[src/rtl/lfs_pkg.sv]
`timescale 1ns / 1ps

package lfs_pkg;

  localparam int MAX_SEGMENTS_DEFAULT = 128;
  localparam logic [7:0] SEG_MARK = 8'h08;
  localparam logic [8:0] LIMIT_RESET = 9'd256;
  localparam logic [8:0] LIMIT_MIN = 9'd3;
  localparam logic [8:0] LIMIT_MAX = 9'd256;
  localparam int NUM_W = 17;

  localparam logic [1:0] EMIT_MARK  = 2'd0;
  localparam logic [1:0] EMIT_COUNT = 2'd1;
  localparam logic [1:0] EMIT_DATA  = 2'd2;
  localparam logic [1:0] EMIT_ERROR = 2'd3;

  typedef struct packed {
    logic       load;
    logic       first_init;
    logic       div_step;
    logic       drop_step;
    logic       seg_start;
    logic       emit;
    logic [1:0] emit_sel;
  } cmd_t;

  typedef struct packed {
    logic first;
    logic msg_empty;
    logic dropping;
    logic total_ge_lim;
    logic too_long;
    logic div_last;
    logic seg_needed;
    logic out_free;
  } status_t;

endpackage

[src/rtl/lfs_ctrl.sv]
`timescale 1ns / 1ps

module lfs_ctrl (
  input  logic            clk,
  input  logic            rst,
  input  logic            s_tvalid,
  output logic            s_tready,
  input  lfs_pkg::status_t status,
  output lfs_pkg::cmd_t   cmd
);

  localparam logic [2:0] ST_IDLE = 3'd0;
  localparam logic [2:0] ST_EVAL = 3'd1;
  localparam logic [2:0] ST_DIV  = 3'd2;
  localparam logic [2:0] ST_SEG  = 3'd3;
  localparam logic [2:0] ST_HDR0 = 3'd4;
  localparam logic [2:0] ST_HDR1 = 3'd5;
  localparam logic [2:0] ST_DATA = 3'd6;
  localparam logic [2:0] ST_ERR  = 3'd7;

  logic [2:0] state;
  logic [2:0] state_next;

  assign s_tready = (state == ST_IDLE);

  always_ff @(posedge clk) begin
    if (rst) begin
      state <= ST_IDLE;
    end else begin
      state <= state_next;
    end
  end

  always_comb begin
    state_next = state;
    cmd = '0;
    unique case (state)
      ST_IDLE: begin
        if (s_tvalid) begin
          cmd.load = 1'b1;
          state_next = ST_EVAL;
        end
      end
      ST_EVAL: begin
        if (status.first) begin
          cmd.first_init = 1'b1;
          if (!status.total_ge_lim) begin
            state_next = ST_SEG;
          end else if (status.too_long) begin
            state_next = ST_ERR;
          end else begin
            state_next = ST_DIV;
          end
        end else if (status.msg_empty) begin
          state_next = ST_IDLE;
        end else if (status.dropping) begin
          cmd.drop_step = 1'b1;
          state_next = ST_IDLE;
        end else begin
          state_next = ST_SEG;
        end
      end
      ST_DIV: begin
        cmd.div_step = 1'b1;
        if (status.div_last) begin
          state_next = ST_SEG;
        end
      end
      ST_SEG: begin
        if (status.seg_needed) begin
          cmd.seg_start = 1'b1;
          state_next = ST_HDR0;
        end else begin
          state_next = ST_DATA;
        end
      end
      ST_HDR0: begin
        cmd.emit_sel = lfs_pkg::EMIT_MARK;
        if (status.out_free) begin
          cmd.emit = 1'b1;
          state_next = ST_HDR1;
        end
      end
      ST_HDR1: begin
        cmd.emit_sel = lfs_pkg::EMIT_COUNT;
        if (status.out_free) begin
          cmd.emit = 1'b1;
          state_next = ST_DATA;
        end
      end
      ST_DATA: begin
        cmd.emit_sel = lfs_pkg::EMIT_DATA;
        if (status.out_free) begin
          cmd.emit = 1'b1;
          state_next = ST_IDLE;
        end
      end
      ST_ERR: begin
        cmd.emit_sel = lfs_pkg::EMIT_ERROR;
        if (status.out_free) begin
          cmd.emit = 1'b1;
          state_next = ST_IDLE;
        end
      end
      default: begin
        state_next = ST_IDLE;
      end
    endcase
  end

endmodule

[src/rtl/lfs_datapath.sv]
`timescale 1ns / 1ps

module lfs_datapath #(
  parameter int MAX_SEGMENTS = lfs_pkg::MAX_SEGMENTS_DEFAULT
) (
  input  logic             clk,
  input  logic             rst,
  input  logic             cfg_valid,
  input  logic [8:0]       cfg_data,
  input  logic [23:0]      s_tdata,
  input  logic [1:0]       s_tuser,
  output logic             m_tvalid,
  input  logic             m_tready,
  output logic [7:0]       m_tdata,
  output logic             m_tlast,
  output logic [2:0]       m_tuser,
  input  lfs_pkg::cmd_t    cmd,
  output lfs_pkg::status_t status
);

  localparam int NUM_W = lfs_pkg::NUM_W;
  localparam int Q_W = $clog2(MAX_SEGMENTS + 1);
  localparam int SW = $clog2(Q_W);
  localparam int SEG_W = $clog2(MAX_SEGMENTS);

  logic [8:0]       limit_reg;
  logic [8:0]       lim;
  logic [7:0]       seg_size;
  logic [NUM_W-1:0] max_bytes;

  logic [7:0]       db_q;
  logic [15:0]      len_q;
  logic             fb_q;
  logic             ud_q;
  logic [15:0]      total;

  logic [15:0]      msg_left;
  logic [7:0]       seg_left;
  logic [SEG_W-1:0] seg_to_come;
  logic             first_seg;
  logic             segmenting;
  logic             dropping;
  logic             kind;

  logic [NUM_W-1:0] rem;
  logic [Q_W-1:0]   quo;
  logic [SW-1:0]    step;
  logic [NUM_W-1:0] trial;
  logic             fits;
  logic [Q_W-1:0]   quo_next;

  logic             msg_last;
  logic             frm_last;
  logic             start_drop;

  always_comb begin
    if (limit_reg < lfs_pkg::LIMIT_MIN) begin
      lim = lfs_pkg::LIMIT_MIN;
    end else if (limit_reg > lfs_pkg::LIMIT_MAX) begin
      lim = lfs_pkg::LIMIT_MAX;
    end else begin
      lim = limit_reg;
    end
  end

  assign seg_size  = 8'(lim - 9'd2);
  assign max_bytes = NUM_W'(seg_size) * NUM_W'(MAX_SEGMENTS);
  assign total     = (len_q == 16'd0) ? 16'd1 : len_q;

  assign trial    = NUM_W'(seg_size) << step;
  assign fits     = (rem >= trial);
  assign quo_next = quo | (Q_W'(fits) << step);

  assign msg_last = (msg_left == 16'd1);
  assign frm_last = segmenting ? (seg_left == 8'd1) : msg_last;

  assign start_drop = status.total_ge_lim && status.too_long;

  assign status.first        = fb_q;
  assign status.msg_empty    = (msg_left == 16'd0);
  assign status.dropping     = dropping;
  assign status.total_ge_lim = ({7'd0, lim} <= total);
  assign status.too_long     = ({1'b0, total} > max_bytes);
  assign status.div_last     = (step == SW'(0));
  assign status.seg_needed   = segmenting && (seg_left == 8'd0);
  assign status.out_free     = !m_tvalid || m_tready;

  always_ff @(posedge clk) begin
    if (rst) begin
      limit_reg <= lfs_pkg::LIMIT_RESET;
    end else if (cfg_valid) begin
      limit_reg <= cfg_data;
    end
  end

  always_ff @(posedge clk) begin
    if (cmd.load) begin
      db_q  <= s_tdata[7:0];
      len_q <= s_tdata[23:8];
      fb_q  <= s_tuser[0];
      ud_q  <= s_tuser[1];
    end
  end

  always_ff @(posedge clk) begin
    if (cmd.first_init) begin
      rem  <= NUM_W'(total) + NUM_W'(seg_size) - NUM_W'(1);
      quo  <= '0;
      step <= SW'(Q_W - 1);
    end else if (cmd.div_step) begin
      if (fits) begin
        rem <= rem - trial;
      end
      quo <= quo_next;
      if (step != SW'(0)) begin
        step <= step - SW'(1);
      end
    end
  end

  always_ff @(posedge clk) begin
    if (rst) begin
      msg_left    <= '0;
      seg_left    <= '0;
      seg_to_come <= '0;
      first_seg   <= 1'b1;
      segmenting  <= 1'b0;
      dropping    <= 1'b0;
      kind        <= 1'b0;
    end else if (cmd.first_init) begin
      kind        <= ud_q;
      seg_left    <= '0;
      seg_to_come <= '0;
      first_seg   <= 1'b1;
      segmenting  <= status.total_ge_lim && !status.too_long;
      dropping    <= start_drop && (total != 16'd1);
      msg_left    <= start_drop ? (total - 16'd1) : total;
    end else if (cmd.div_step) begin
      if (status.div_last) begin
        seg_to_come <= SEG_W'(quo_next - Q_W'(1));
      end
    end else if (cmd.drop_step) begin
      msg_left <= msg_left - 16'd1;
      if (msg_last) begin
        dropping <= 1'b0;
      end
    end else if (cmd.seg_start) begin
      seg_left <= (msg_left < {8'd0, seg_size}) ? msg_left[7:0] : seg_size;
    end else if (cmd.emit) begin
      if (cmd.emit_sel == lfs_pkg::EMIT_COUNT) begin
        first_seg <= 1'b0;
        if (seg_to_come != '0) begin
          seg_to_come <= seg_to_come - SEG_W'(1);
        end
      end else if (cmd.emit_sel == lfs_pkg::EMIT_DATA) begin
        msg_left <= msg_left - 16'd1;
        if (msg_last) begin
          segmenting  <= 1'b0;
          seg_left    <= '0;
          seg_to_come <= '0;
          first_seg   <= 1'b1;
        end else if (segmenting) begin
          seg_left <= seg_left - 8'd1;
        end
      end
    end
  end

  always_ff @(posedge clk) begin
    if (rst) begin
      m_tvalid <= 1'b0;
    end else if (cmd.emit) begin
      m_tvalid <= 1'b1;
    end else if (m_tready) begin
      m_tvalid <= 1'b0;
    end
  end

  always_ff @(posedge clk) begin
    if (cmd.emit) begin
      m_tuser[1] <= kind;
      unique case (cmd.emit_sel)
        lfs_pkg::EMIT_MARK: begin
          m_tdata    <= lfs_pkg::SEG_MARK;
          m_tlast    <= 1'b0;
          m_tuser[0] <= 1'b0;
          m_tuser[2] <= 1'b0;
        end
        lfs_pkg::EMIT_COUNT: begin
          m_tdata    <= {first_seg, 7'(seg_to_come)};
          m_tlast    <= 1'b0;
          m_tuser[0] <= 1'b0;
          m_tuser[2] <= 1'b0;
        end
        lfs_pkg::EMIT_DATA: begin
          m_tdata    <= db_q;
          m_tlast    <= frm_last;
          m_tuser[0] <= msg_last;
          m_tuser[2] <= 1'b0;
        end
        lfs_pkg::EMIT_ERROR: begin
          m_tdata    <= 8'd0;
          m_tlast    <= 1'b0;
          m_tuser[0] <= 1'b0;
          m_tuser[2] <= 1'b1;
        end
        default: begin
          m_tdata    <= 8'd0;
          m_tlast    <= 1'b0;
          m_tuser[0] <= 1'b0;
          m_tuser[2] <= 1'b0;
        end
      endcase
    end
  end

endmodule

[src/rtl/link_frame_segmenter_unit.sv]
`timescale 1ns / 1ps

// Channel  Direction  Beat contents
// s_*      in         tdata: data_byte, msg_length; tuser: first_byte, unit_data
// m_*      out        tdata: out_byte; tlast: frame_last;
//                     tuser: message_last, out_unit_data, too_long
// cfg_*    in         cfg_data: max_info_length
//
// An input beat passes the states IDLE and EVAL, then SEG and DATA when it yields one
// data beat, SEG, HDR0, HDR1 and DATA when a segment starts and two header beats go
// first, ERR when it yields the error beat, and no further state when it yields nothing.
// The first beat of a segmented message also passes the DIV state, where a restoring
// divider yields one segment-count quotient bit per cycle (8 bits for 128 segments).
// Reset is synchronous; it clears the controller and the message state and sets the limit
// to 256.
// A stalled output holds the controller in its emit state; no input is taken then.

module link_frame_segmenter_unit #(
  parameter int MAX_SEGMENTS = lfs_pkg::MAX_SEGMENTS_DEFAULT
) (
  input  logic        clk,
  input  logic        rst,
  input  logic        s_tvalid,
  output logic        s_tready,
  input  logic [23:0] s_tdata,   // data_byte, msg_length
  input  logic [1:0]  s_tuser,   // first_byte, unit_data
  output logic        m_tvalid,
  input  logic        m_tready,
  output logic [7:0]  m_tdata,   // out_byte
  output logic        m_tlast,
  output logic [2:0]  m_tuser,   // message_last, out_unit_data, too_long
  input  logic        cfg_valid,
  output logic        cfg_ready,
  input  logic [8:0]  cfg_data
);

  lfs_pkg::cmd_t    cmd;
  lfs_pkg::status_t status;

  assign cfg_ready = 1'b1;

  lfs_ctrl u_ctrl (
    .clk      (clk),
    .rst      (rst),
    .s_tvalid (s_tvalid),
    .s_tready (s_tready),
    .status   (status),
    .cmd      (cmd)
  );

  lfs_datapath #(
    .MAX_SEGMENTS (MAX_SEGMENTS)
  ) u_datapath (
    .clk       (clk),
    .rst       (rst),
    .cfg_valid (cfg_valid),
    .cfg_data  (cfg_data),
    .s_tdata   (s_tdata),
    .s_tuser   (s_tuser),
    .m_tvalid  (m_tvalid),
    .m_tready  (m_tready),
    .m_tdata   (m_tdata),
    .m_tlast   (m_tlast),
    .m_tuser   (m_tuser),
    .cmd       (cmd),
    .status    (status)
  );

endmodule

[config.mk]
export PLATFORM = sky130hd
export DESIGN_NAME = link_frame_segmenter_unit
export DESIGN_NICKNAME = d
export VERILOG_FILES = /design/src/rtl/lfs_pkg.sv /design/src/rtl/lfs_ctrl.sv /design/src/rtl/lfs_datapath.sv /design/src/rtl/link_frame_segmenter_unit.sv
export SDC_FILE = /design/constraint.sdc
export NUM_CORES = 1
export LEC_CHECK = 0
export BUFFER_PORTS_ARGS = -buffer_cell sky130_fd_sc_hd__buf_2
export CORE_MARGIN = 1
export CORE_UTILIZATION = 45
export DETAILED_ROUTE_END_ITERATION = 8
export PLACE_DENSITY = 0.63
export REMOVE_ABC_BUFFERS = 1
export SYNTH_ARGS = -nofsm -noshare
export SYNTH_HDL_FRONTEND = slang
export SYNTH_SLANG_ARGS = --single-unit
[constraint.sdc]
create_clock -name clk -period 5.7 [get_ports clk]
set_input_delay 0.285 -clock clk [delete_from_list [all_inputs] [get_ports clk]]
set_output_delay 0.285 -clock clk [all_outputs]
set_load 0.1 [all_outputs]
==> results_dict.tcl, run 1 <==
set metrics [dict create \
    p_leak_nw 4.17 \
    ys_top_cells_by_area "edfxtp_1, dfxtp_1, ha_1, xnor2_1, nor2_1" \
    drc 0 \
    fin_cells 1283 \
    synth.most_common_cell "nor2_1" \
    diodes 0 \
    start_util_pct 46.7 \
    hold_violations 0 \
    rrSetupSlack_ps 200 \
    whs_path_depth 1 \
    synth_area_sq_mm 0.00852 \
    synth_edf_count 55 \
    drt-initial-drc-count 528 \
    worstHoldStart "s_tdata[19]" \
    place_inst 1250 \
    drv_cap 0 \
    crit_start "u_datapath.limit_reg[2]" \
    cts_num_sinks 113 \
    cts_tree "yes" \
    syn_inst 989 \
    yosys.area.top_type "edfxtp_1" \
    finClkSkew_ps 9.76 \
    pwr_density_cell_mw_per_mm2 560 \
    dieArea_sq_mm 0.0195 \
    routed_wl_mm 23.0 \
    cts_root_buf "clkbuf_16" \
    fin_crit_ps 5500 \
    cp.required_ps 6040 \
    finalMaxSlewViolations 0 \
    place_ws_ps -84.7 \
    die_w_microns 140 \
    ys_ff_latch 113 \
    grt_pass1_wl_mm 36.2 \
    ant_nets 0 \
    fmax_ghz 0.182 \
    timing.rr.start "u_datapath.limit_reg[2]" \
    crit_type "reg -> reg" \
    rows 49 \
    synth_top_area_share_pct 19.4 \
    nets 1172 \
    cts_hold_buf 0 \
    portBuffers 53 \
    hold_end "u_datapath.len_q[11]" \
    cts_buffer_depth 2 \
    largest_reg_flops 17 \
    path_max_fanout 5 \
    ioPinCount 55 \
    vdd_drop_max_v 0.000240 \
    cp-end-kind "flop" \
    hpwl_mm 17.1 \
    async_flop_share_pct 0 \
    numCtsBuffers 17 \
    min_path_type "in -> reg" \
    post-route-period-util_pct 96.5 \
    status "finished, final reports clean" \
    worstMarginPinSlew_ps 1340 \
    critPathLaunchType "flop" \
    grt_overflow_total 0 \
    synth-seq-area-share_pct 33.0 \
    yosys-top-cells-count "nor2_1, ha_1, nand2_1, inv_1, dfxtp_1" \
    setup_slack_ps 201 \
    avgSynthCellArea_sq_um 8.62 \
    die_h_microns 140 \
    clkLatencyLatePin_ps 430 \
    cts.clk_slew.worst_paths_ps 60 \
    area_growth_pct 15.2 \
    first_global_vias 6999 \
    gp_congestion 0.919 \
    antenna_found_initial 0 \
    synth.distinct_cells 83 \
    vias 7327 \
    layout-drive-gt1-share_pct 14.7 \
    postSynth.topFlopCell "dfxtp_1" \
    drt-pass1-iter-count 5 \
    slew_headroom_pct 10.4 \
    reg2regPathDepth 26 \
    htreeDepth 4 \
    synth_warnings 0 \
    core_region_area_sq_mm 0.0183 \
    critPathArrivalTime_ps 5840 \
    grt_start_max_net_pins 41 \
    reg2reg_to "u_datapath.seg_to_come[6]" \
    setup_viol 0 \
    routedWlPerCell_microns 17.9 \
    top_register "u_datapath.rem" \
    gr-usage-all-layers_pct 23.9 \
    viasPerCell 5.71 \
    reg_top3 "u_datapath.rem: 17 flops, u_datapath.len_q: 16 flops, u_datapath.msg_left: 16 flops" \
]
layer usage:
metal  up-vias  share of wire [%]  global-route usage, %
met1      3425                 48                   31.7
met2       183                 46                   37.9
li1       3677                  -                      -
met3        42                3.7                   4.27
met5         -                  0                      0
met4         0                3.1                   11.1
final cells by class:
type                            count  area (sq um)
Timing Repair Buffer               70           393
Fill cell                        1674          8450
Tap cell                          229           287
Clock buffer                       23           488
Clock inverter                      9           104
Sequential cell                   113          2820
Multi-Input combinational cell    762          5450
Inverter                           77           289
worst max path at each step:
stage	to	slack, ps	cells past startpoint
5_1_grt	u_datapath.seg_to_come[6]	-100	25
6_report	u_datapath.seg_to_come[6]	200	26
2_1_floorplan	u_datapath.seg_to_come[6]	280	25
3_5_place_dp	u_datapath.seg_to_come[6]	-80	25
3_3_place_gp	u_datapath.seg_to_come[6]	80	25
4_1_cts	u_datapath.seg_to_come[6]	20	26
where the power goes:
group          internal (W)  switching, W
Sequential          0.00115      0.000200
Clock              0.000688      0.000395
Combinational       0.00121       0.00186
metrics by stage:
stage / utilization (%) / area [sq um] / setup TNS, ps / hold WS (ps) / power (W)
floorplan: - / 8370 / 0 / 350 / 0.00352
detailed placement: 49.5 / 9050 / -84.7 / 421 / 0.00426
finish: 53.8 / 9820 / 0 / 30.9 / 0.00550
global placement: 49.5 / 9050 / 0 / 417 / 0.00426
global route: 53.8 / 9820 / -104 / 16.9 / 0.00587
CTS: 52.8 / 9650 / 0 / 19.4 / 0.00537
cell families after synthesis:
| family | count (synthesis) | share of synthesized area [%] |
|---|---|---|
| simple gates | 341 | 20.0 |
| compound gates | 246 | 19.2 |
| buf+inv | 114 | 5.17 |
| flops | 113 | 33.0 |
| fa+ha+maj | 91 | 13.5 |
| xor+xnor | 60 | 6.16 |
| mux | 23 | 2.86 |
| other cells | 1 | 0.0440 |
critical path: stages, from the launching register on:
cell and delay, ps:
dfxtp_1 360, nor4_2 70, a21oi_1 160, nor2_1 90, inv_1 120, ha_2 250
nand3b_1 170, or3_1 390, xnor2_2 250, buf_4 160, nor2_1 40, a21oi_2 140
a2bb2oi_1 90, ha_1 240, a21o_1 190, a21o_1 200, a21oi_2 180, a21boi_4 210
a31oi_1 120, nand2b_4 200, a31oi_4 230, ha_2 230, nand2_1 110, or3_4 370
a2111oi_1 560, o41ai_2 130, a21oi_1 160
cell usage in the layout (no fill, tap or decap), types with 4 or more instances in the layout:
cell       netlist  layout
nor2_1         109     109
ha_1            89      86
nand2_1         78      78
inv_1           74      73
dfxtp_1         58      55
edfxtp_1        55      55
buf_2            7      53
a21oi_1         53      51
o21ai_0         49      47
xnor2_1         49      44
nor3_1          27      26
mux2i_1         21      21
nor2b_1         17      17
clkbuf_16        0      17
buf_4            1      17
nand3_1         15      15
a211oi_1        15      15
nand2b_1        14      13
a22oi_1         13      13
nand4_1         13      13
a21o_1          12      12
o21a_1          12      12
o22ai_1         11      11
xor2_1          11      11
a31oi_1         12      10
o21ai_1         10      10
o211ai_1         9       9
and3_1           8       8
nor4_1          10       8
nand3b_1         7       7
or3_1            8       7
and2_1           6       6
xnor2_2          0       4
o22a_1           4       4
o31ai_1          4       4
o21bai_1         4       4
nor3b_1          4       4
clkbuf_8         0       4
repair_timing:
item / 4_1_cts / 5_1_grt
resized for setup: 2 / 31
hold endpoints to repair: 0 / 0
buffers inserted: 0 / 1
endpoints found under the setup margin: 1 / 2
pin swaps: 0 / 4
Power figures use the tool's default switching activity.
==> run 2, diff against run 1 <==
- PLACE_DENSITY: 0.63 -> 0.62
- SYNTH_HIERARCHICAL: unset -> 1
==> run 2 against run 1 <==
  * Clock power is essentially flat
  * Register-to-register slack gained 220 ps
  * Sequential cell count is the same
  * Global-route usage grew 0.15 points
  * Synthesized area grew 1.8%
  * Combinational power shrank 11%
  * Synthesized cell count grew 4.8%
  * Power shrank 6.2%
  * Cell count grew 5.8%
  * Critical path type unchanged
==> results_dict.tcl, run 2 <==
set metrics [dict create \
    synth_top_area_share_pct 19.0 \
    nets 1215 \
    wl_met2_mm 10.7 \
    drt-initial-drc-count 530 \
    crit_slowest_cell "or4_4" \
    ys_ff_latch 113 \
    hold_end "u_datapath/ud_q" \
    avgSynthCellArea_sq_um 8.37 \
    slew_headroom_pct 20.2 \
    met3_length_mm 1.26 \
    min_path_type "in -> reg" \
    hpwl_mm 17.2 \
    yosys.area.top_type "edfxtp_1" \
    core_region_area_sq_mm 0.0188 \
    crit_type "reg -> reg" \
    setup_slack_ps 418 \
    rrSetupSlack_ps 420 \
    top_register "u_datapath/rem" \
    vdd_drop_max_v 0.000219 \
    grt_pass1_wl_mm 37.0 \
    first_global_vias 7126 \
    synth.distinct_cells 82 \
    synth_area_sq_mm 0.00868 \
    drc 0 \
    place_ws_ps 146 \
    dieArea_sq_mm 0.0198 \
    hold_violations 0 \
    p_leak_nw 4.16 \
    synth_edf_count 55 \
    drt-pass1-iter-count 5 \
    final.setup.tns_ps 0 \
    numCtsBuffers 17 \
    pwr_density_cell_mw_per_mm2 521 \
    die_h_microns 141 \
    cp-end-kind "flop" \
    die_w_microns 141 \
    status "finished, final reports clean" \
    grt_overflow_total 0 \
    fillers 1796 \
    htreeDepth 4 \
    cp.required_ps 6010 \
    cts.clk_slew.worst_paths_ps 60 \
    cts_num_sinks 113 \
    gp_congestion 0.859 \
    yosys-top-cells-count "nor2_1, ha_1, nand2_1, inv_1" \
    clkLatencyLatePin_ps 420 \
    wl_met1_mm 10.5 \
    largest_reg_flops 17 \
    reg2reg_to "u_datapath/seg_to_come[4]" \
    rows 50 \
    layout-drive-gt1-share_pct 13.7 \
    syn_inst 1036 \
    finClkSkew_ps 11.4 \
    cts_root_buf "clkbuf_16" \
    portBuffers 53 \
    whs_path_depth 1 \
    synth-seq-area-share_pct 32.4 \
    highest_layer "met4" \
    fmax_ghz 0.189 \
    routedWlPerCell_microns 17.0 \
    gr-usage-all-layers_pct 24.1 \
    finalMaxSlewViolations 0 \
    cts_tree "yes" \
    grt_start_max_net_pins 57 \
    antenna_found_initial 0 \
    cts_buffer_depth 2 \
    fin_crit_ps 5280 \
    drv_cap 0 \
    reg_top3 "u_datapath/rem: 17 flops, u_datapath/len_q: 16 flops, u_datapath/msg_left: 16 flops" \
    vias 7749 \
    worstHoldStart "s_tuser[1]" \
    post-route-period-util_pct 92.7 \
    multi_input_area_sq_mm 0.00541 \
    start_util_pct 46.1 \
    ant_nets 0 \
    critPathArrivalTime_ps 5590 \
    routed_wl_mm 23.1 \
    synth_warnings 6 \
    timing.rr.start "u_datapath/limit_reg[3]" \
    cts_hold_buf 0 \
    async_flop_share_pct 0 \
    slowest_delay_ps 560 \
    mostFrequentLayoutCells "nor2_1, ha_1, nand2_1" \
    ys_top_cells_by_area "edfxtp_1, dfxtp_1, ha_1, nor2_1, xnor2_1" \
    postSynth.topFlopCell "dfxtp_1" \
    ioPinCount 55 \
    worstMarginPinSlew_ps 1190 \
    crit_top_cell "nor2_1" \
    critPathLaunchType "flop" \
    reg2regPathDepth 28 \
    final-seq-area_sq_mm 0.00281 \
    area_growth_pct 14.2 \
    diodes 0 \
    synth.most_common_cell "nor2_1" \
    setup_viol 0 \
    final_common_cell "nor2_1" \
    path_max_fanout 7 \
    viasPerCell 5.71 \
]
==> run 2: cell types whose count changed in the layout (fill, tap and decap cells not counted), sizes merged, moves of 7 or more <==
cell,before,now
xnor2,49,39
o22ai,11,1
a21oi,54,66
and2,6,15
inv,78,85
o21ai,59,70
nand2,78,85
==> run 2: cell type report <==
| class | instances | share of cell area, % |
|---|---|---|
| Clock buffer | 17 | 4.30 |
| Multi-Input combinational cell | 795 | 54.6 |
| Inverter | 82 | 3.11 |
| Sequential cell | 113 | 28.4 |
| Tap cell | 260 | 3.28 |
| Clock inverter | 15 | 1.84 |
| Timing Repair Buffer | 76 | 4.46 |
==> run 2: power by group <==
part           internal, W  switching (W)
Combinational      0.00107        0.00167
Clock             0.000692       0.000401
Sequential         0.00115       0.000183
Total              0.00291        0.00226
==> run 2: per-stage QoR <==
stage               cell area, sq um  total power [W]  hold slack [ps]  utilization [%]  std cells
floorplan                       8470          0.00332              354                -        990
global placement                9200          0.00393              462             48.8       1320
detailed placement              9200          0.00396              463             48.8       1320
CTS                             9810          0.00508             23.1             52.1       1352
global route                    9900          0.00555             21.4             52.6       1358
finish                          9900          0.00516             39.1             52.6       1358
==> run 2: cells by family (layout without fill, tap and decap cells) <==
group | after synthesis | count (layout) | synth area share, %
AND/OR/NAND/NOR | 367 | 367 | 21.0
XOR/XNOR | 51 | 51 | 5.15
AO/OA/AOI/OAI | 265 | 265 | 19.9
buffers and inverters | 128 | 190 | 5.88
multiplexers | 21 | 21 | 2.47
adder cells (fa/ha/maj) | 90 | 90 | 13.2
flip-flops | 113 | 113 | 32.4
other | 1 | 1 | 0.0432
==> run 2: worst max-delay path by stage <==
stage               slack (ps)  cells past startpoint                     from                   endpoint
floorplan                 -150                     26  u_datapath/limit_reg[4]  u_datapath/seg_to_come[4]
global placement           260                     28  u_datapath/limit_reg[3]  u_datapath/seg_to_come[4]
detailed placement         150                     28  u_datapath/limit_reg[3]  u_datapath/seg_to_come[4]
CTS                         70                     28  u_datapath/limit_reg[3]  u_datapath/seg_to_come[4]
global route                -7                     28  u_datapath/limit_reg[3]  u_datapath/seg_to_come[4]
finish                     420                     28  u_datapath/limit_reg[3]  u_datapath/seg_to_come[4]
==> run 2: worst max-delay path: cells and delay by family (launching register included) <==
family	cells	cell delay, ps
DFF	1	340
buffers and inverters	4	500
and+or+nand+nor	9	1490
AOI/OAI and AO/OA	12	2130
adders and majority gates	3	740
==> run 2: layer usage <==
metal | track usage, % | up-vias
met4 | 9.67 | 0
met3 | 3.77 | 34
met1 | 31.6 | 3614
met2 | 39.6 | 255
li1 | - | 3846
met5 | 0 | -
==> run 2: timing repair <==
item / CTS / global route
endpoints found under the setup margin: 0 / 2
buffers inserted: 0 / 6
resized for setup: 0 / 14
